===== src/wgm_pkg.sv =====
// ----------------------------------------------------------------------------
// wgm_pkg: shared types and constants of the glob matcher
// Command codes, pattern capacity, row type and the prefix network used for
// star runs and for the empty-text row.
// ----------------------------------------------------------------------------
package wgm_pkg;

   localparam int PATTERN_MAX = 32;
   localparam int RowWidth    = PATTERN_MAX + 1;
   localparam int LenWidth    = $clog2(PATTERN_MAX + 1);
   localparam int PrefixLevels = $clog2(RowWidth);

   localparam logic [7:0] STAR_BYTE = 8'd42;
   localparam logic [7:0] ANY_BYTE  = 8'd63;

   typedef enum logic [1:0] {
      CMD_CLEAR  = 2'd0,
      CMD_APPEND = 2'd1,
      CMD_START  = 2'd2,
      CMD_TEXT   = 2'd3
   } command_type;

   typedef logic [7:0]          byte_type;
   typedef logic [RowWidth-1:0] row_type;
   typedef logic [LenWidth-1:0] len_type;

   // Parallel prefix: out[j] = gen[j] | prop[j] & out[j-1], log-depth.
   function automatic row_type prefix_carry(row_type gen, row_type prop);
      row_type g;
      row_type p;
      row_type g_nxt;
      row_type p_nxt;
      int      span;
      g = gen;
      p = prop;
      for (int lvl = 0; lvl < PrefixLevels; lvl++) begin
         span  = 1 << lvl;
         g_nxt = g;
         p_nxt = p;
         for (int j = 0; j < RowWidth; j++) begin
            if (j >= span) begin
               g_nxt[j] = g[j] | (p[j] & g[j - span]);
               p_nxt[j] = p[j] & p[j - span];
            end
         end
         g = g_nxt;
         p = p_nxt;
      end
      return g;
   endfunction

   // Ones in bits 0..len, zero above.
   function automatic row_type length_mask(len_type len);
      row_type m;
      for (int j = 0; j < RowWidth; j++) begin
         m[j] = (LenWidth'(j) <= len);
      end
      return m;
   endfunction

endpackage


===== src/wgm_req_if.sv =====
// ----------------------------------------------------------------------------
// wgm_req_if: command channel of the glob matcher
// Valid/ready channel carrying one command and its byte per item.
// ----------------------------------------------------------------------------
interface wgm_req_if;
   import wgm_pkg::*;

   logic        valid;
   logic        ready;
   command_type command;
   byte_type    char_byte;

   modport source (output valid, output command, output char_byte, input ready);
   modport sink   (input valid, input command, input char_byte, output ready);
endinterface


===== src/wgm_rsp_if.sv =====
// ----------------------------------------------------------------------------
// wgm_rsp_if: result channel of the glob matcher
// Valid/ready channel carrying the match flag and status per item.
// ----------------------------------------------------------------------------
interface wgm_rsp_if;
   logic valid;
   logic ready;
   logic full_match;
   logic status;

   modport source (output valid, output full_match, output status, input ready);
   modport sink   (input valid, input full_match, input status, output ready);
endinterface


===== src/wildcard_glob_matcher_core.sv =====
// ----------------------------------------------------------------------------
// wildcard_glob_matcher_core: streaming whole-text glob matcher
// Loads a pattern with '*' and '?' byte by byte and matches streamed text
// against it with one bit-parallel dynamic-programming row.
// ----------------------------------------------------------------------------
// Every command item (clear pattern, append pattern byte, start text, text
// byte) yields exactly one result item in the cycle after it is accepted,
// telling whether the text so far matches the whole pattern, plus a status
// bit that flags an append dropped because the 32-byte store is full. The
// block takes one item per cycle: the pattern store, length and match row
// update at the accept edge through a single pass of per-position compares
// and a log-depth prefix network for star runs, and the result sits in an
// output register, so a new item is taken while the last result waits as
// long as the result side takes it in the same cycle. An append that is
// stored restarts the text as empty.
module wildcard_glob_matcher_core (
   input logic   clock,
   input logic   reset,
   wgm_req_if.sink   req_chan,
   wgm_rsp_if.source rsp_chan
);
   import wgm_pkg::*;

   byte_type             store_ff [PATTERN_MAX];
   byte_type             store_in [PATTERN_MAX];
   logic [PATTERN_MAX-1:0] star_ff;
   logic [PATTERN_MAX-1:0] star_in;
   len_type              len_ff;
   len_type              len_in;
   row_type              row_ff;
   row_type              row_in;
   logic                 rsp_valid_ff;
   logic                 match_ff;
   logic                 status_ff;
   logic                 status_in;

   logic    accept;
   logic    store_full;
   logic    do_append;
   row_type text_gen;
   row_type text_prop;
   row_type empty_gen;
   row_type empty_prop;
   row_type text_row;
   row_type empty_row;

   assign req_chan.ready = !rsp_valid_ff || rsp_chan.ready;
   assign accept         = req_chan.valid && req_chan.ready;
   assign store_full     = (len_ff == LenWidth'(PATTERN_MAX));
   assign do_append      = (req_chan.command == CMD_APPEND) && !store_full;

   // Pattern store and star flags after this item.
   always_comb begin
      store_in = store_ff;
      star_in  = star_ff;
      for (int i = 0; i < PATTERN_MAX; i++) begin
         if (do_append && len_ff == LenWidth'(i)) begin
            store_in[i] = req_chan.char_byte;
            star_in[i]  = (req_chan.char_byte == STAR_BYTE);
         end
      end
   end

   // One text byte: literal/any positions take the diagonal, star runs
   // propagate rightward through the prefix network.
   always_comb begin
      text_gen  = '0;
      text_prop = '0;
      for (int j = 1; j < RowWidth; j++) begin
         text_prop[j] = star_ff[j-1];
         if (star_ff[j-1]) begin
            text_gen[j] = row_ff[j];
         end else begin
            text_gen[j] = row_ff[j-1] && (store_ff[j-1] == ANY_BYTE ||
                                          store_ff[j-1] == req_chan.char_byte);
         end
      end
      text_row = prefix_carry(text_gen, text_prop) & length_mask(len_ff);
   end

   // Empty text: bit j set when the first j pattern bytes are all stars.
   always_comb begin
      empty_gen     = '0;
      empty_gen[0]  = 1'b1;
      empty_prop    = '0;
      for (int j = 1; j < RowWidth; j++) begin
         empty_prop[j] = star_in[j-1];
      end
      empty_row = prefix_carry(empty_gen, empty_prop) & length_mask(len_in);
   end

   always_comb begin
      len_in    = len_ff;
      row_in    = row_ff;
      status_in = 1'b0;
      unique case (req_chan.command)
         CMD_CLEAR: begin
            len_in = '0;
            row_in = empty_row;
         end
         CMD_APPEND: begin
            if (store_full) begin
               status_in = 1'b1;
            end else begin
               len_in = len_ff + len_type'(1);
               row_in = empty_row;
            end
         end
         CMD_START: begin
            row_in = empty_row;
         end
         CMD_TEXT: begin
            row_in = text_row;
         end
         default: begin
            row_in = row_ff;
         end
      endcase
   end

   always_ff @(posedge clock) begin
      if (reset) begin
         len_ff       <= '0;
         row_ff       <= row_type'(1);
         rsp_valid_ff <= 1'b0;
      end else begin
         if (accept) begin
            len_ff       <= len_in;
            row_ff       <= row_in;
            rsp_valid_ff <= 1'b1;
         end else if (rsp_chan.ready) begin
            rsp_valid_ff <= 1'b0;
         end
      end
   end

   // Payload: store and result hold until the next accepted item.
   always_ff @(posedge clock) begin
      if (accept) begin
         store_ff  <= store_in;
         star_ff   <= star_in;
         match_ff  <= row_in[len_in];
         status_ff <= status_in;
      end
   end

   assign rsp_chan.valid      = rsp_valid_ff;
   assign rsp_chan.full_match = match_ff;
   assign rsp_chan.status     = status_ff;

endmodule

===== src/flat_wrapper.sv =====
// flat-port wrapper written by rule: the top's interface ports become plain ports
module wildcard_glob_matcher_core_flat import wgm_pkg::*;
  (clock, reset, req_chan_valid, req_chan_command, req_chan_char_byte, req_chan_ready, rsp_chan_valid, rsp_chan_full_match, rsp_chan_status, rsp_chan_ready);
  wgm_req_if req_chan_i ();
  wgm_rsp_if rsp_chan_i ();
  input logic clock;
  input logic reset;
  input wire logic [$bits(req_chan_i.valid)-1:0] req_chan_valid;
  input wire logic [$bits(req_chan_i.command)-1:0] req_chan_command;
  input wire logic [$bits(req_chan_i.char_byte)-1:0] req_chan_char_byte;
  output wire logic [$bits(req_chan_i.ready)-1:0] req_chan_ready;
  output wire logic [$bits(rsp_chan_i.valid)-1:0] rsp_chan_valid;
  output wire logic [$bits(rsp_chan_i.full_match)-1:0] rsp_chan_full_match;
  output wire logic [$bits(rsp_chan_i.status)-1:0] rsp_chan_status;
  input wire logic [$bits(rsp_chan_i.ready)-1:0] rsp_chan_ready;
  assign req_chan_i.valid = req_chan_valid;
  assign req_chan_i.command = req_chan_command;
  assign req_chan_i.char_byte = req_chan_char_byte;
  assign req_chan_ready = req_chan_i.ready;
  assign rsp_chan_valid = rsp_chan_i.valid;
  assign rsp_chan_full_match = rsp_chan_i.full_match;
  assign rsp_chan_status = rsp_chan_i.status;
  assign rsp_chan_i.ready = rsp_chan_ready;
  wildcard_glob_matcher_core u_core (.clock(clock), .reset(reset), .req_chan(req_chan_i), .rsp_chan(rsp_chan_i));
endmodule

===== config.mk =====
export PLATFORM = sky130hd
export DESIGN_NAME = wildcard_glob_matcher_core_flat
export DESIGN_NICKNAME = d
export VERILOG_FILES = /design/src/wgm_pkg.sv /design/src/wgm_req_if.sv /design/src/wgm_rsp_if.sv /design/src/wildcard_glob_matcher_core.sv /design/src/flat_wrapper.sv
export SDC_FILE = /design/constraint.sdc
export NUM_CORES = 1
export LEC_CHECK = 0
export ABC_AREA = 1
export BUFFER_PORTS_ARGS = -buffer_cell sky130_fd_sc_hd__buf_2
export CAP_MARGIN = 10
export CORE_MARGIN = 5
export CORE_UTILIZATION = 30
export CTS_CLUSTER_SIZE = 12
export DETAILED_ROUTE_END_ITERATION = 6
export SLEW_MARGIN = 5
export SYNTH_ARGS = -nofsm -noshare
export SYNTH_HDL_FRONTEND = slang
export SYNTH_SLANG_ARGS = --single-unit

===== constraint.sdc =====
create_clock -name clock -period 7.4 [get_ports clock]
set_input_delay 0.74 -clock clock [delete_from_list [all_inputs] [get_ports clock]]
set_output_delay 0.74 -clock clock [all_outputs]
set_load 0.01 [all_outputs]

; ---- Yosys cells after proc, flatten, opt, wreduce, memory -nomap -nowiden
; Index checks and enable logic that the tools add are counted.
; Widths: inputs -> output; s select.
[word_totals]
out_inout_bits = 4
inputBits = 14
wordCells = 903
regBits = 330
[classes]
n_mux = 73
n_addsub = 1
n_lt_le_gt_ge = 67
n_reduce_logical = 137
bitwise = 487
n_eq_ne = 100
[op_table]
columns = operator, count
row1 = $and 1x1->1, 356
row2 = $eq 8x6->1 const B, 33
row3 = $eq 8x8->1, 32
row4 = $le 5x6->1 const A, 32
row5 = $or 1x1->1, 129
row6 = $pmux 33 s3, 1
row7 = $eq 6x5->1 const B, 16
row8 = $le 4x6->1 const A, 16
row9 = $mux 1, 68
row10 = $and 33x33->33, 2
row11 = $logic_and 1x1->1, 66
row12 = $reduce_and 2->1, 32
row13 = $eq 6x4->1 const B, 8
row14 = $le 3x6->1 const A, 8
row15 = $logic_or 1x1->1, 33
row16 = $mux 33, 1
row17 = $eq 6x3->1 const B, 4
row18 = $le 1x6->1 const A, 4
row19 = $le 2x6->1 const A, 4
row20 = $eq 6x2->1 const B, 2
row21 = $le 6x6->1 const A, 2
row22 = $pmux 6 s2, 1
row23 = $lt 6x7->1 const B, 1
row24 = $add 6x1->6 const B, 1
row25 = other kinds (11), 13

; ---- Depth between registers and ports, before layout
; Gate-level depths: netlist of run 1.
[logic_depth]
depth_word = 18
mapped_depth = 26
mapped_depth_nobuf = 25

; ---- Worst setup path after synthesis of run 1
; No wires, ideal clock.
[synth_path]
kind = input port to flip-flop
start = input port req_chan_char_byte[1]
end = register u_core.match_ff, in the netlist u_core.rsp_chan.full_match (data pin)
t_required_ps = 7144
path_slack_ps = 4493
path_buffers = 2
setup_time_ps = 256
t_arrival_ps = 2651
path_stages = 22
cell_sequence = buf_2 -> inv_1 -> clkbuf_1 -> or2_2 -> nand3_1 -> nor2_1 -> nand2_1 -> o21ai_0 -> a21boi_1 -> nand2_1 -> a21oi_1 -> nand2_1 -> a21oi_1 -> nand2_1 -> nand2_1 -> nand2_1 -> nand3_1 -> nand3_1 -> nand2_1 -> nor2_1 -> a21oi_1 -> nand2_1
[synth_via]
elab_chain_len = 18
word_cells_on_any_way = 554
cone_classes = 33 x eq/ne / 68 x mux / 389 x bitwise / 64 x reduce/logical
[synth_lines]
columns = element, line_no
row1 = "start, declared", flat_wrapper.sv:10  ; input wire logic [$bits(req_chan_i.char_byte)-1:0] req_chan_char_byte;
row2 = $eq 8x8->1, wildcard_glob_matcher_core.sv:75  ; store_ff[j-1] == req_chan.char_byte);
row3 = $logic_or 1x1->1, wildcard_glob_matcher_core.sv:74  ; text_gen[j] = row_ff[j-1] && (store_ff[j-1] == ANY_BYTE ||
row4 = $logic_and 1x1->1, wildcard_glob_matcher_core.sv:74
row5 = $mux 1, wildcard_glob_matcher_core.sv:71  ; if (star_ff[j-1]) begin
row6 = $and 1x1->1, wgm_pkg.sv:42  ; g_nxt[j] = g[j] | (p[j] & g[j - span]);
row7 = $or 1x1->1, wgm_pkg.sv:42
row8 = $and 1x1->1, wgm_pkg.sv:42
row9 = $or 1x1->1, wgm_pkg.sv:42
row10 = [... 2 more ...], -
row11 = $and 1x1->1, wgm_pkg.sv:42
row12 = $or 1x1->1, wgm_pkg.sv:42
row13 = $and 1x1->1, wgm_pkg.sv:42
row14 = $or 1x1->1, wgm_pkg.sv:42
row15 = $and 33x33->33, wildcard_glob_matcher_core.sv:78  ; text_row = prefix_carry(text_gen, text_prop) & length_mask(len_ff);
row16 = $pmux 33 s3 (*), wildcard_glob_matcher_core.sv:96  ; unique case (req_chan.command)
row17 = $bmux 1 s6 (*), wildcard_glob_matcher_core.sv:142  ; match_ff <= row_in[len_in];
row18 = $mux 1 (implied by the code) (*), wildcard_glob_matcher_core.sv:142
row19 = "end signal, assigned", wildcard_glob_matcher_core.sv:142
row20 = "end, declared", wildcard_glob_matcher_core.sv:33  ; logic match_ff;
; Every way passes the cells marked *; elsewhere a longest branch is shown, timed or not. The select of a mux whose other input is x is not followed.
; A chain may end at the register's enable or synchronous reset.

; ---- Worst setup path in the final report of run 1
[layout_path]
start = register u_core.len_ff[1]
end = register u_core.match_ff, in the netlist u_core.rsp_chan.full_match (data pin)
[layout_via]
elab_chain_len = 15
word_cells_on_any_way = 303
cone_classes = 1 x add/sub / 66 x order compare / 32 x eq/ne / 38 x mux / 131 x bitwise / 35 x reduce/logical
[layout_lines]
columns = element, line_no
row1 = "start, declared", wildcard_glob_matcher_core.sv:28  ; len_type len_ff;
row2 = "start signal, assigned", wildcard_glob_matcher_core.sv:128  ; len_ff <= len_in;
row3 = branches (longest 13 deep; another with $add 6x1->6), -
row4 = $bmux 1 s6 (*), wildcard_glob_matcher_core.sv:142
row5 = $mux 1 (implied by the code) (*), wildcard_glob_matcher_core.sv:142
; Mark *: on every way between the ends. The select of a mux whose other input is x is not followed.

==> impl_metrics.py, run 1 <==
metrics = {
    "place": {
        "port_buf_inserts": 17,
        "place_congestion": 0.995,
        "post_dp_cell_area_um2": 21100,
        "half_perimeter_wire_length_after_placement_mm": 43.9,
        "dpl.cell_count": 3468,
    },
    "logic_synthesis": {
        "synth_top_area_cell": "sky130_fd_sc_hd__edfxtp_1",
        "synth_area_per_cell_um2": 7.66,
        "ys_warn_count": 0,
        "netlist.area_leader.share": 0.432,
        "synth.ff_latch_count": 330,
        "yosysUniqueCellTypes": 52,
        "mappedNetlistNets": 2651,
        "synth_cells": 2634,
        "ys_seq_area_frac": 0.471,
        "post_synth_main_area_contributors": "sky130_fd_sc_hd__edfxtp_1 43%, sky130_fd_sc_hd__nand2_1 17%, sky130_fd_sc_hd__inv_1 6.8%",
        "syn_area_um2": 20200,
    },
    "setup_path": {
        "worst_r2r_startpoint": "u_core.len_ff[1]$_SDFFE_PP0P_",
        "required_ns": 7.72,
        "crit_arrival_ns": 4.60,
        "crit_path_frequent_cell": "sky130_fd_sc_hd__nand2_1",
        "path_buf_inv": 3,
        "worst_setup_path_startpoint": "u_core.len_ff[1]$_SDFFE_PP0P_",
        "cpLargestDelayFamily": "simple AND/OR/NAND/NOR gates",
        "startpoint_type": "flip-flop",
        "critical_path_peak_fanout": 20,
        "critical_path.max_stage_delay_ns": 0.68,
        "worstPathCellList": "inv_1, ha_1, nand2_2, nor2_4, nand2_1, nand3_1, o21ai_4, nand2_1, inv_1, nand2_1, nand2_1, nor3_1, nand3_1, o21ai_1, inv_1, nand2_1, nand2_1, nand4_1, nand2_1, nand2_1, o21ai_1, nand2_1",
        "cp-end-kind": "flip-flop",
        "critical-path-slowest-cell": "sky130_fd_sc_hd__nand2_1",
        "worst-setup-path-type": "reg2reg",
    },
    "routing": {
        "drt-wirelength-per-cell_um": 17.4,
        "drt_first_pass_iters": 7,
        "route.detailed.drc": 0,
        "first_drt_iteration_drcs": 1674,
        "route.detailed.vias_per_inst": 4.86,
        "ant_nets": 0,
        "detailroute.via_count": 17172,
        "drt_wl_total_mm": 61.3,
    },
    "outcome": {
        "run_status": "finished clean",
    },
    "layout": {
        "finalInstanceArea_um2": 22300,
        "drive_above_1_share": 0.0718,
        "layout-area-overhead-vs-synth_pct": 10.7,
        "fill_cells": 7025,
        "nets": 2652,
        "antenna_cells_inserted": 0,
        "register_area_um2": 9510,
        "layoutNonFillerInstCount": 3532,
        "multi_input_area_um2": 8830,
    },
    "power": {
        "power_density_nw_per_um2": 198,
        "sequentialPowerShare": 0.474,
        "switching_share": 0.264,
        "cell_internal_pwr_w": 0.00326,
        "power.net_switching_w": 0.00117,
        "power.ir.vdd_worst_uv": 120,
        "combinationalPowerShare": 0.114,
        "cellLeakagePower_nw": 9.31,
        "p_clk_frac": 0.411,
    },
    "floorplan": {
        "start_util": 0.301,
        "dieHeight_um": 269,
        "num_io_pins": 18,
        "floorplan.rows": 95,
        "core_um2": 66900,
        "dieWidth_um": 269,
        "die_area_um2": 72500,
    },
    "timing": {
        "maxSlewHeadroom": 0.245,
        "fmaxAchievable_mhz": 234,
        "min_period_over_period": 0.578,
        "rsz0062_at_grt": "false",
        "timing.clock.skew_ns": 0.0190,
        "setup-tns-final_ns": 0,
        "tightest_pin_transition_ns": 1.12,
        "setup-violations-final": 0,
        "final-max-slew-violation-count": 0,
        "minimum_period_implied_by_the_final_worst_setup_slack_ns": 4.28,
        "finalHoldViolCount": 0,
    },
    "clock_network": {
        "numClockSinks": 330,
        "clkSlewWorstSetupHoldPaths_ns": 0.07,
        "numCtsBuffers": 38,
        "insertion_delay_ns": 0.56,
        "cts_hold_buffers": 0,
        "tritoncts": "built",
        "cts_post_setup_buffers_inserted": 0,
        "cts_root_buffer": "sky130_fd_sc_hd__clkbuf_16",
        "cts.repair.resized": 0,
        "cts_max_level": 2,
        "cts-root-to-sink-buffers": 3,
    },
    "grt": {
        "maximum_number_of_pins_on_one_net_before_global_route_repair": 66,
        "grt_pass1_vias": 16050,
        "grt_antenna_before_repair": 0,
        "grt_pass1_wl_mm": 93.9,
        "globalRouteOverflowTotal": 0,
        "grt_usage": 0.163,
    },
    "flow_run": {
        "drv.max_cap_violation_count": 0,
    },
    "worst_hold_path": {
        "tightest_hold_check_type": "reg2reg",
        "hp-start": "u_core.row_ff[0]$_SDFFE_PP1P_",
    },
}
[routing by layer]
layer,track usage,up-vias,part of all wire
li1,-,8446,-
met2,0.257,682,0.44
met3,0.0234,145,0.078
met5,0,-,0
met4,0.0631,0,0.038
met1,0.227,7899,0.45
[cell usage after synthesis (all sizes together)]
cell type	count
nand2	931
inv	391
edfxtp	290
nor2	285
xnor2	135
o21ai	102
nand4	92
nand3	83
a21oi	72
nor3	50
buf	43
dfxtp	40
clkbuf	30
nor4	23
or2	14
o211ai	13
xor2	8
a31oi	4
a211oi	3
a21boi	3
ha	3
o22ai	3
o31ai	3
a22oi	2
clkinv	2
o21a	2
o21bai	2
o221ai	2
a221oi	1
a32oi	1
o311ai	1
[flip-flops by register name, summed over array words and instances (netlist names)]
| register | flops |
|---|---|
| u_core.rsp_chan.full_match | 1 |
| u_core.star_ff | 32 |
| u_core.row_ff | 33 |
| u_core.len_ff | 6 |
| u_core.rsp_chan.status | 1 |
| u_core.rsp_chan.valid | 1 |
| u_core.store_ff | 256 |
[cells in the final DEF (no fill, tap or decap), drive strengths merged, types with 3 or more instances in the layout]
cell type,count
o21ai,102
nor2,285
nor3,50
a211oi,3
xor2,8
clkbuf,46
o31ai,3
nand4,92
o22ai,3
edfxtp,290
bufinv,3
nand3,83
inv,393
nor4,23
nand2,931
a31oi,4
or2,14
clkinvlp,3
clkinv,12
buf,34
dfxtp,40
o211ai,13
ha,3
a21boi,3
a21oi,72
xnor2,135
[power by group through the flow]
stage               combinational (W)  clock, W  sequential [W]
finish                       0.000506   0.00182         0.00210
global route                 0.000554   0.00193         0.00210
floorplan                    0.000342         0         0.00212
detailed placement           0.000498         0         0.00214
global placement             0.000499         0         0.00214
CTS                          0.000500   0.00186         0.00210
[kinds of logic after synthesis]
group | count (synthesis) | share of synthesized area
adders and majority gates | 3 | 0.00186
xor gates and xnor gates | 143 | 0.0621
buffers and inverters | 466 | 0.0921
DFF | 330 | 0.471
AOI/OAI and AO/OA | 214 | 0.0617
and+or+nand+nor | 1478 | 0.311
[worst register-to-register path: cells and delay by family, from the launching register on]
kind            cells  cell delay (ns)
flops               1             0.52
simple gates       15             2.10
fa+ha+maj           1             0.37
buf+inv             3             0.68
compound gates      3             0.37
[per-stage QoR]
stage                     hold WS [ns]   util  power, W  worst slack, ns
after floorplan                  0.467      -   0.00246             4.49
after global placement           0.506  0.316   0.00263             2.72
after detailed placement         0.514  0.316   0.00263             2.82
after CTS                        0.526  0.333   0.00445             3.24
after global routing             0.574  0.333   0.00459             2.80
final                            0.516  0.333   0.00442             3.12
[worst paths after layout]
check                                    endpoint  slack (ns)  cells past startpoint
max          u_core.rsp_chan.full_match$_DFFE_PP_        3.12                     22
min                 u_core.row_ff[0]$_SDFFE_PP1P_        0.52                      2
max reg2reg  u_core.rsp_chan.full_match$_DFFE_PP_        3.12                     22
min reg2reg         u_core.row_ff[0]$_SDFFE_PP1P_        0.52                      2
[cell type report]
class                           instances  area share
Clock buffer                           46      0.0449
Inverter                              393      0.0663
Multi-Input combinational cell       1838       0.396
Clock inverter                         18     0.00785
Tap cell                              873      0.0489
Timing Repair Buffer                   34      0.0103
Sequential cell                       330       0.426
Power figures use the tool's default switching activity.
==> run 2, diff against run 1 <==
Clock period 7.4 ns to 4 ns, I/O delays scaled along.
==> impl_metrics.py, run 2 (synthesis gave the netlist of run 1 again) <==
metrics = {
    "setup_path": {
        "worstPathCellList": "inv_1, ha_1, nand2_2, nor2_4, nor2_8, nand2_2, nor2_1, nand2_1, nand2_1, nand2_1, nor2_2, nand2_1, nor2_1, nand3_1, o21ai_1, inv_1, nand2_1, nand2_1, nand4_1, nand2_1, nand2_1, o21ai_1, nand2_1",
        "worst_setup_path_startpoint": "u_core.len_ff[1]$_SDFFE_PP0P_",
        "required_ns": 4.42,
        "crit_arrival_ns": 4.07,
        "path_buf_inv": 2,
        "worst_r2r_startpoint": "u_core.len_ff[1]$_SDFFE_PP0P_",
        "critical_path_peak_fanout": 18,
        "r2r.worst_path.cells": 23,
        "critical_path.max_stage_delay_ns": 0.46,
        "cp-endpoint": "u_core.rsp_chan.full_match$_DFFE_PP_",
        "critical-path-slowest-cell": "sky130_fd_sc_hd__dfxtp_2",
        "crit_cells": 23,
        "regToRegEndpoint": "u_core.rsp_chan.full_match$_DFFE_PP_",
        "crit_path_frequent_cell": "sky130_fd_sc_hd__nand2_1",
        "startpoint_type": "flip-flop",
        "worst-setup-path-type": "reg2reg",
        "cpLargestDelayFamily": "simple AND/OR/NAND/NOR gates",
        "cp-end-kind": "flip-flop",
        "timing.reg2reg.setup_slack_ns": 0.35,
    },
    "power": {
        "power.ir.vdd_worst_uv": 231,
        "power_density_nw_per_um2": 360,
        "cellLeakagePower_nw": 9.63,
    },
    "layout": {
        "nets": 2704,
        "largest_register_ff_count": 256,
        "layout_top_registers": "u_core.store_ff (256), u_core.row_ff (33), u_core.star_ff (32)",
        "most_frequent_cells_in_the_layout": "916 x sky130_fd_sc_hd__nand2_1, 365 x sky130_fd_sc_hd__inv_1, 290 x sky130_fd_sc_hd__edfxtp_1",
        "layout-area-overhead-vs-synth_pct": 13.3,
        "drive_above_1_share": 0.0907,
        "most_common_library_cell_in_the_layout_ignoring_fill_and_taps": "sky130_fd_sc_hd__nand2_1",
        "fill_cells": 6957,
        "antenna_cells_inserted": 0,
        "finalInstanceArea_um2": 22800,
        "top_register": "u_core.store_ff",
    },
    "clock_network": {
        "insertion_delay_ns": 0.54,
        "cts-root-to-sink-buffers": 3,
        "cts_root_buffer": "sky130_fd_sc_hd__clkbuf_16",
        "numClockSinks": 330,
        "clkSlewWorstSetupHoldPaths_ns": 0.07,
        "numCtsBuffers": 37,
        "tritoncts": "built",
        "cts_max_level": 2,
    },
    "floorplan": {
        "die_area_um2": 72500,
        "floorplan.rows": 95,
        "num_io_pins": 18,
        "dieHeight_um": 269,
        "core_um2": 66900,
        "dieWidth_um": 269,
        "start_util": 0.301,
    },
    "place": {
        "post_dp_cell_area_um2": 21700,
        "place_congestion": 0.999,
        "port_buf_inserts": 17,
        "half_perimeter_wire_length_after_placement_mm": 48.4,
    },
    "routing": {
        "first_drt_iteration_drcs": 1877,
        "detailroute.via_count": 17424,
        "drt_first_pass_iters": 7,
        "ant_nets": 0,
        "drt_wl_total_mm": 64.7,
        "drt-wirelength-per-cell_um": 18.0,
        "route.detailed.vias_per_inst": 4.86,
        "route.detailed.drc": 3,
    },
    "timing": {
        "setup-violations-final": 0,
        "holdWs_ns": 0.238,
        "maxSlewHeadroom": 0.292,
        "timing.clock.skew_ns": 0.0185,
        "rsz0062_at_grt": "false",
        "minimum_period_implied_by_the_final_worst_setup_slack_ns": 3.65,
        "finalHoldViolCount": 0,
        "final-max-slew-violation-count": 0,
        "tightest_pin_transition_ns": 1.05,
        "min_period_over_period": 0.913,
        "fmaxAchievable_mhz": 274,
        "setup-tns-final_ns": 0,
    },
    "outcome": {
        "run_status": "finished, violations left",
        "violations": "DRC",
    },
    "grt": {
        "maximum_number_of_pins_on_one_net_before_global_route_repair": 54,
        "grt_antenna_before_repair": 0,
        "grt_pass1_vias": 16536,
        "grt_usage": 0.172,
        "globalRouteOverflowTotal": 0,
        "grt_pass1_wl_mm": 98.7,
    },
    "worst_hold_path": {
        "tightest_hold_check_type": "in2reg",
    },
    "flow_run": {
        "drv.max_cap_violation_count": 0,
    },
}
run 2: cell count changes in the layout (fill, tap and decap cells not counted):
cell	change
sky130_fd_sc_hd__buf_12	+12
sky130_fd_sc_hd__buf_4	+41
sky130_fd_sc_hd__bufinv_16	-2
sky130_fd_sc_hd__clkbuf_1	+6
sky130_fd_sc_hd__clkbuf_8	+3
sky130_fd_sc_hd__clkinv_1	-5
sky130_fd_sc_hd__clkinv_2	+1
sky130_fd_sc_hd__clkinv_4	+1
sky130_fd_sc_hd__clkinvlp_4	-3
sky130_fd_sc_hd__dfxtp_1	-2
sky130_fd_sc_hd__dfxtp_2	+2
run 2: metrics by stage:
stage | worst slack [ns] | util | power [W] | instances
after floorplan | 1.15 | - | 0.00456 | 2634
after global placement | 0.158 | 0.324 | 0.00497 | 3521
after detailed placement | 0.207 | 0.324 | 0.00496 | 3521
after CTS | 0.190 | 0.341 | 0.00826 | 3586
after global routing | 0.103 | 0.341 | 0.00851 | 3586
final | 0.347 | 0.341 | 0.00822 | 3586
run 2: routing by layer:
metal,GRT usage,vias up,share of wire
li1,-,8558,-
met1,0.241,8134,0.45
met2,0.272,605,0.44
met3,0.0275,127,0.073
met4,0.0602,0,0.035
met5,0,-,0
run 2: worst min-delay path by stage:
stage / start / end / slack, ns / cells after the start
after global placement: u_core.row_ff[0]$_SDFFE_PP1P_ / u_core.row_ff[0]$_SDFFE_PP1P_ / 0.51 / 2
final: rsp_chan_ready / u_core.rsp_chan.valid$_SDFFE_PP0P_ / 0.24 / 4
after floorplan: u_core.row_ff[0]$_SDFFE_PP1P_ / u_core.row_ff[0]$_SDFFE_PP1P_ / 0.47 / 2
after global routing: rsp_chan_ready / u_core.rsp_chan.valid$_SDFFE_PP0P_ / 0.25 / 4
after detailed placement: u_core.row_ff[0]$_SDFFE_PP1P_ / u_core.row_ff[0]$_SDFFE_PP1P_ / 0.51 / 2
after CTS: rsp_chan_ready / u_core.rsp_chan.valid$_SDFFE_PP0P_ / 0.21 / 4
run 2: power breakdown:
group / internal, W / switching, W
combinational: 0.000296 / 0.000728
sequential: 0.00381 / 0.0000769
clock: 0.00191 / 0.00140
total: 0.00602 / 0.00220
run 2: final cells by class:
class	count	area, um^2	area share
inverters	393	1480	0.0648
repair buffers	87	778	0.0341
clock buffers	55	1070	0.0467
well taps	873	1090	0.0478
flip-flops and latches	330	9510	0.416
clock inverters	10	87.6	0.00383
multi-input cells	1838	8830	0.386
run 2: worst reg2reg max path, stage by stage, from the launching register on:
cell and delay, ns:
sky130_fd_sc_hd__dfxtp_2 0.46, sky130_fd_sc_hd__inv_1 0.20, sky130_fd_sc_hd__ha_1 0.25, sky130_fd_sc_hd__nand2_2 0.09
sky130_fd_sc_hd__nor2_4 0.05, sky130_fd_sc_hd__nor2_8 0.33, sky130_fd_sc_hd__nand2_2 0.18, sky130_fd_sc_hd__nor2_1 0.23
sky130_fd_sc_hd__nand2_1 0.13, sky130_fd_sc_hd__nand2_1 0.15, sky130_fd_sc_hd__nand2_1 0.08, sky130_fd_sc_hd__nor2_2 0.19
sky130_fd_sc_hd__nand2_1 0.08, sky130_fd_sc_hd__nor2_1 0.28, sky130_fd_sc_hd__nand3_1 0.12, sky130_fd_sc_hd__o21ai_1 0.10
sky130_fd_sc_hd__inv_1 0.06, sky130_fd_sc_hd__nand2_1 0.09, sky130_fd_sc_hd__nand2_1 0.06, sky130_fd_sc_hd__nand4_1 0.13
sky130_fd_sc_hd__nand2_1 0.09, sky130_fd_sc_hd__nand2_1 0.07, sky130_fd_sc_hd__o21ai_1 0.07, sky130_fd_sc_hd__nand2_1 0.05
run 2: what timing repair did:
item / 4_1_cts / 5_1_grt
hold endpoints to repair: 0 / 0
setup endpoints to repair: 0 / 1
hold buffers: 0 / 0
setup buffers: 0 / 0
resized for setup: 0 / 2
==> run 3, diff against run 2 <==
Settings changed: CTS_BUF_LIST set to sky130_fd_sc_hd__clkbuf_16.
==> impl_metrics.py, run 3 (synthesis gave the netlist of run 1 again) <==
metrics = {
    "timing": {
        "tightest_pin_transition_ns": 1.07,
        "min_period_over_period": 0.920,
        "timing.clock.skew_ns": 0.0201,
        "holdWs_ns": 0.238,
        "minimum_period_implied_by_the_final_worst_setup_slack_ns": 3.68,
        "setup-tns-final_ns": 0,
        "maxSlewHeadroom": 0.285,
        "final-max-slew-violation-count": 0,
        "fmaxAchievable_mhz": 272,
        "setup-violations-final": 0,
        "finalHoldViolCount": 0,
        "rsz0062_at_grt": "false",
    },
    "setup_path": {
        "required_ns": 4.42,
        "startpoint_type": "flip-flop",
        "worst_r2r_startpoint": "u_core.len_ff[1]$_SDFFE_PP0P_",
        "regToRegEndpoint": "u_core.rsp_chan.full_match$_DFFE_PP_",
        "r2r.worst_path.cells": 23,
        "critical-path-slowest-cell": "sky130_fd_sc_hd__dfxtp_2",
        "critical_path.max_stage_delay_ns": 0.46,
        "crit_path_frequent_cell": "sky130_fd_sc_hd__nand2_1",
        "worst-setup-path-type": "reg2reg",
        "cpLargestDelayFamily": "simple AND/OR/NAND/NOR gates",
        "cp-end-kind": "flip-flop",
        "path_buf_inv": 2,
        "timing.reg2reg.setup_slack_ns": 0.32,
        "crit_arrival_ns": 4.10,
        "worstPathCellList": "inv_1, ha_1, nand2_2, nor2_4, nor2_8, nand2_2, nor2_1, nand2_1, nand2_1, nand2_1, nor2_2, nand2_1, nor2_1, nand3_1, o21ai_1, inv_1, nand2_1, nand2_1, nand4_1, nand2_1, nand2_1, o21ai_1, nand2_1",
        "critical_path_peak_fanout": 18,
    },
    "clock_network": {
        "numCtsBuffers": 37,
        "insertion_delay_ns": 0.54,
        "cts_post_setup_buffers_inserted": 0,
        "tritoncts": "built",
        "numClockSinks": 330,
        "cts_hold_buffers": 0,
        "cts_max_level": 2,
        "cts-root-to-sink-buffers": 3,
        "cts_root_buffer": "sky130_fd_sc_hd__clkbuf_16",
        "clkSlewWorstSetupHoldPaths_ns": 0.07,
    },
    "routing": {
        "detailroute.via_count": 17484,
        "first_drt_iteration_drcs": 1863,
        "route.detailed.vias_per_inst": 4.88,
        "route.detailed.drc": 11,
        "drt_first_pass_iters": 7,
        "drt-wirelength-per-cell_um": 18.0,
        "drt_wl_total_mm": 64.7,
        "ant_nets": 0,
    },
    "grt": {
        "maximum_number_of_pins_on_one_net_before_global_route_repair": 54,
        "fraction_of_met2_tracks_used_by_global_routing": 0.272,
        "grt_antenna_before_repair": 0,
        "met3_usage": 0.0275,
        "met1_usage": 0.241,
        "grt_pass1_vias": 16508,
        "globalRouteOverflowTotal": 0,
        "grt_pass1_wl_mm": 98.7,
        "grt_usage": 0.172,
        "grt-busiest-layer": "met2",
    },
    "place": {
        "half_perimeter_wire_length_after_placement_mm": 48.4,
        "place_congestion": 0.999,
        "port_buf_inserts": 17,
    },
    "layout": {
        "register_area_um2": 9510,
        "fill_cells": 6963,
        "nets": 2704,
        "largest_register_ff_count": 256,
        "most_common_library_cell_in_the_layout_ignoring_fill_and_taps": "sky130_fd_sc_hd__nand2_1",
        "antenna_cells_inserted": 0,
        "layout-area-overhead-vs-synth_pct": 13.1,
        "multi_input_area_um2": 8830,
        "top_register": "u_core.store_ff",
        "drive_above_1_share": 0.0896,
        "layout_top_registers": "u_core.store_ff (256), u_core.row_ff (33), u_core.star_ff (32)",
        "most_frequent_cells_in_the_layout": "916 x sky130_fd_sc_hd__nand2_1, 378 x sky130_fd_sc_hd__inv_1, 290 x sky130_fd_sc_hd__edfxtp_1",
    },
    "power": {
        "cellLeakagePower_nw": 9.67,
        "power.ir.vdd_worst_uv": 232,
        "power_density_nw_per_um2": 356,
    },
    "floorplan": {
        "num_io_pins": 18,
        "dieHeight_um": 269,
        "start_util": 0.301,
        "dieWidth_um": 269,
        "die_area_um2": 72500,
        "core_um2": 66900,
        "floorplan.rows": 95,
    },
    "worst_hold_path": {
        "holdPathEnd": "u_core.rsp_chan.valid$_SDFFE_PP0P_",
        "tightest_hold_check_type": "in2reg",
        "hp-start": "rsp_chan_ready",
        "worst_hold_path.num_cells": 4,
    },
    "outcome": {
        "run_status": "finished, violations left",
        "violations": "DRC",
    },
    "flow_run": {
        "drv.max_cap_violation_count": 0,
    },
}
[run 3: cell types whose count changed in the layout (fill, tap and decap cells not counted), sizes merged]
cell    delta
inv       +13
clkinv     +3
clkbuf    -16
[run 3: metal layers]
metal / wire [um] / vias up / part of all wire
met5: 0 / - / 0
met4: 2300 / 0 / 0.036
met3: 4680 / 130 / 0.072
met2: 28300 / 633 / 0.44
met1: 29400 / 8173 / 0.45
li1: - / 8548 / -
[run 3: repair_timing]
action | CTS | global route
endpoints found under the hold margin | 0 | 0
gates resized for setup | 0 | 2
setup endpoints to repair | 0 | 1
[run 3: worst max-delay path by stage]
stage	from	endpoint	depth (start not counted)
floorplan	u_core.len_ff[0]$_SDFFE_PP0P_	u_core.rsp_chan.full_match$_DFFE_PP_	22
global placement	u_core.len_ff[1]$_SDFFE_PP0P_	u_core.rsp_chan.full_match$_DFFE_PP_	22
detailed placement	u_core.len_ff[1]$_SDFFE_PP0P_	u_core.rsp_chan.full_match$_DFFE_PP_	23
CTS	u_core.len_ff[1]$_SDFFE_PP0P_	u_core.rsp_chan.full_match$_DFFE_PP_	23
global route	u_core.len_ff[1]$_SDFFE_PP0P_	u_core.rsp_chan.full_match$_DFFE_PP_	24
finish	u_core.len_ff[1]$_SDFFE_PP0P_	u_core.rsp_chan.full_match$_DFFE_PP_	23
[run 3: layout make-up]
type | instances | share of cell area
clock buffers | 39 | 0.0428
clock inverters | 26 | 0.00647
inverters | 393 | 0.0649
multi-input cells | 1838 | 0.387
flip-flops and latches | 330 | 0.417
well taps | 873 | 0.0479
repair buffers | 87 | 0.0341
[run 3: through the flow]
step | instances | setup WS, ns | area [um^2] | utilization | total power, W
detailed placement | 3521 | 0.207 | 21700 | 0.324 | 0.00496
global placement | 3521 | 0.158 | 21700 | 0.324 | 0.00497
floorplan | 2634 | 1.15 | 20200 | - | 0.00456
finish | 3586 | 0.319 | 22800 | 0.341 | 0.00813
global route | 3586 | 0.103 | 22800 | 0.341 | 0.00842
CTS | 3586 | 0.190 | 22800 | 0.341 | 0.00818
[run 3: worst min-delay path, delay by kind of cell]
| kind | cells | cell delay, ns |
|---|---|---|
| AO/OA/AOI/OAI | 1 | 0.09 |
| buffers and inverters | 2 | 0.10 |
| AND/OR/NAND/NOR | 1 | 0.12 |
[run 3: power breakdown]
group / switching, W / leakage [nW] / internal [W]
Sequential: 0.0000769 / 2.96 / 0.00381
Combinational: 0.000728 / 6.11 / 0.000296
Clock: 0.00140 / 0.601 / 0.00182
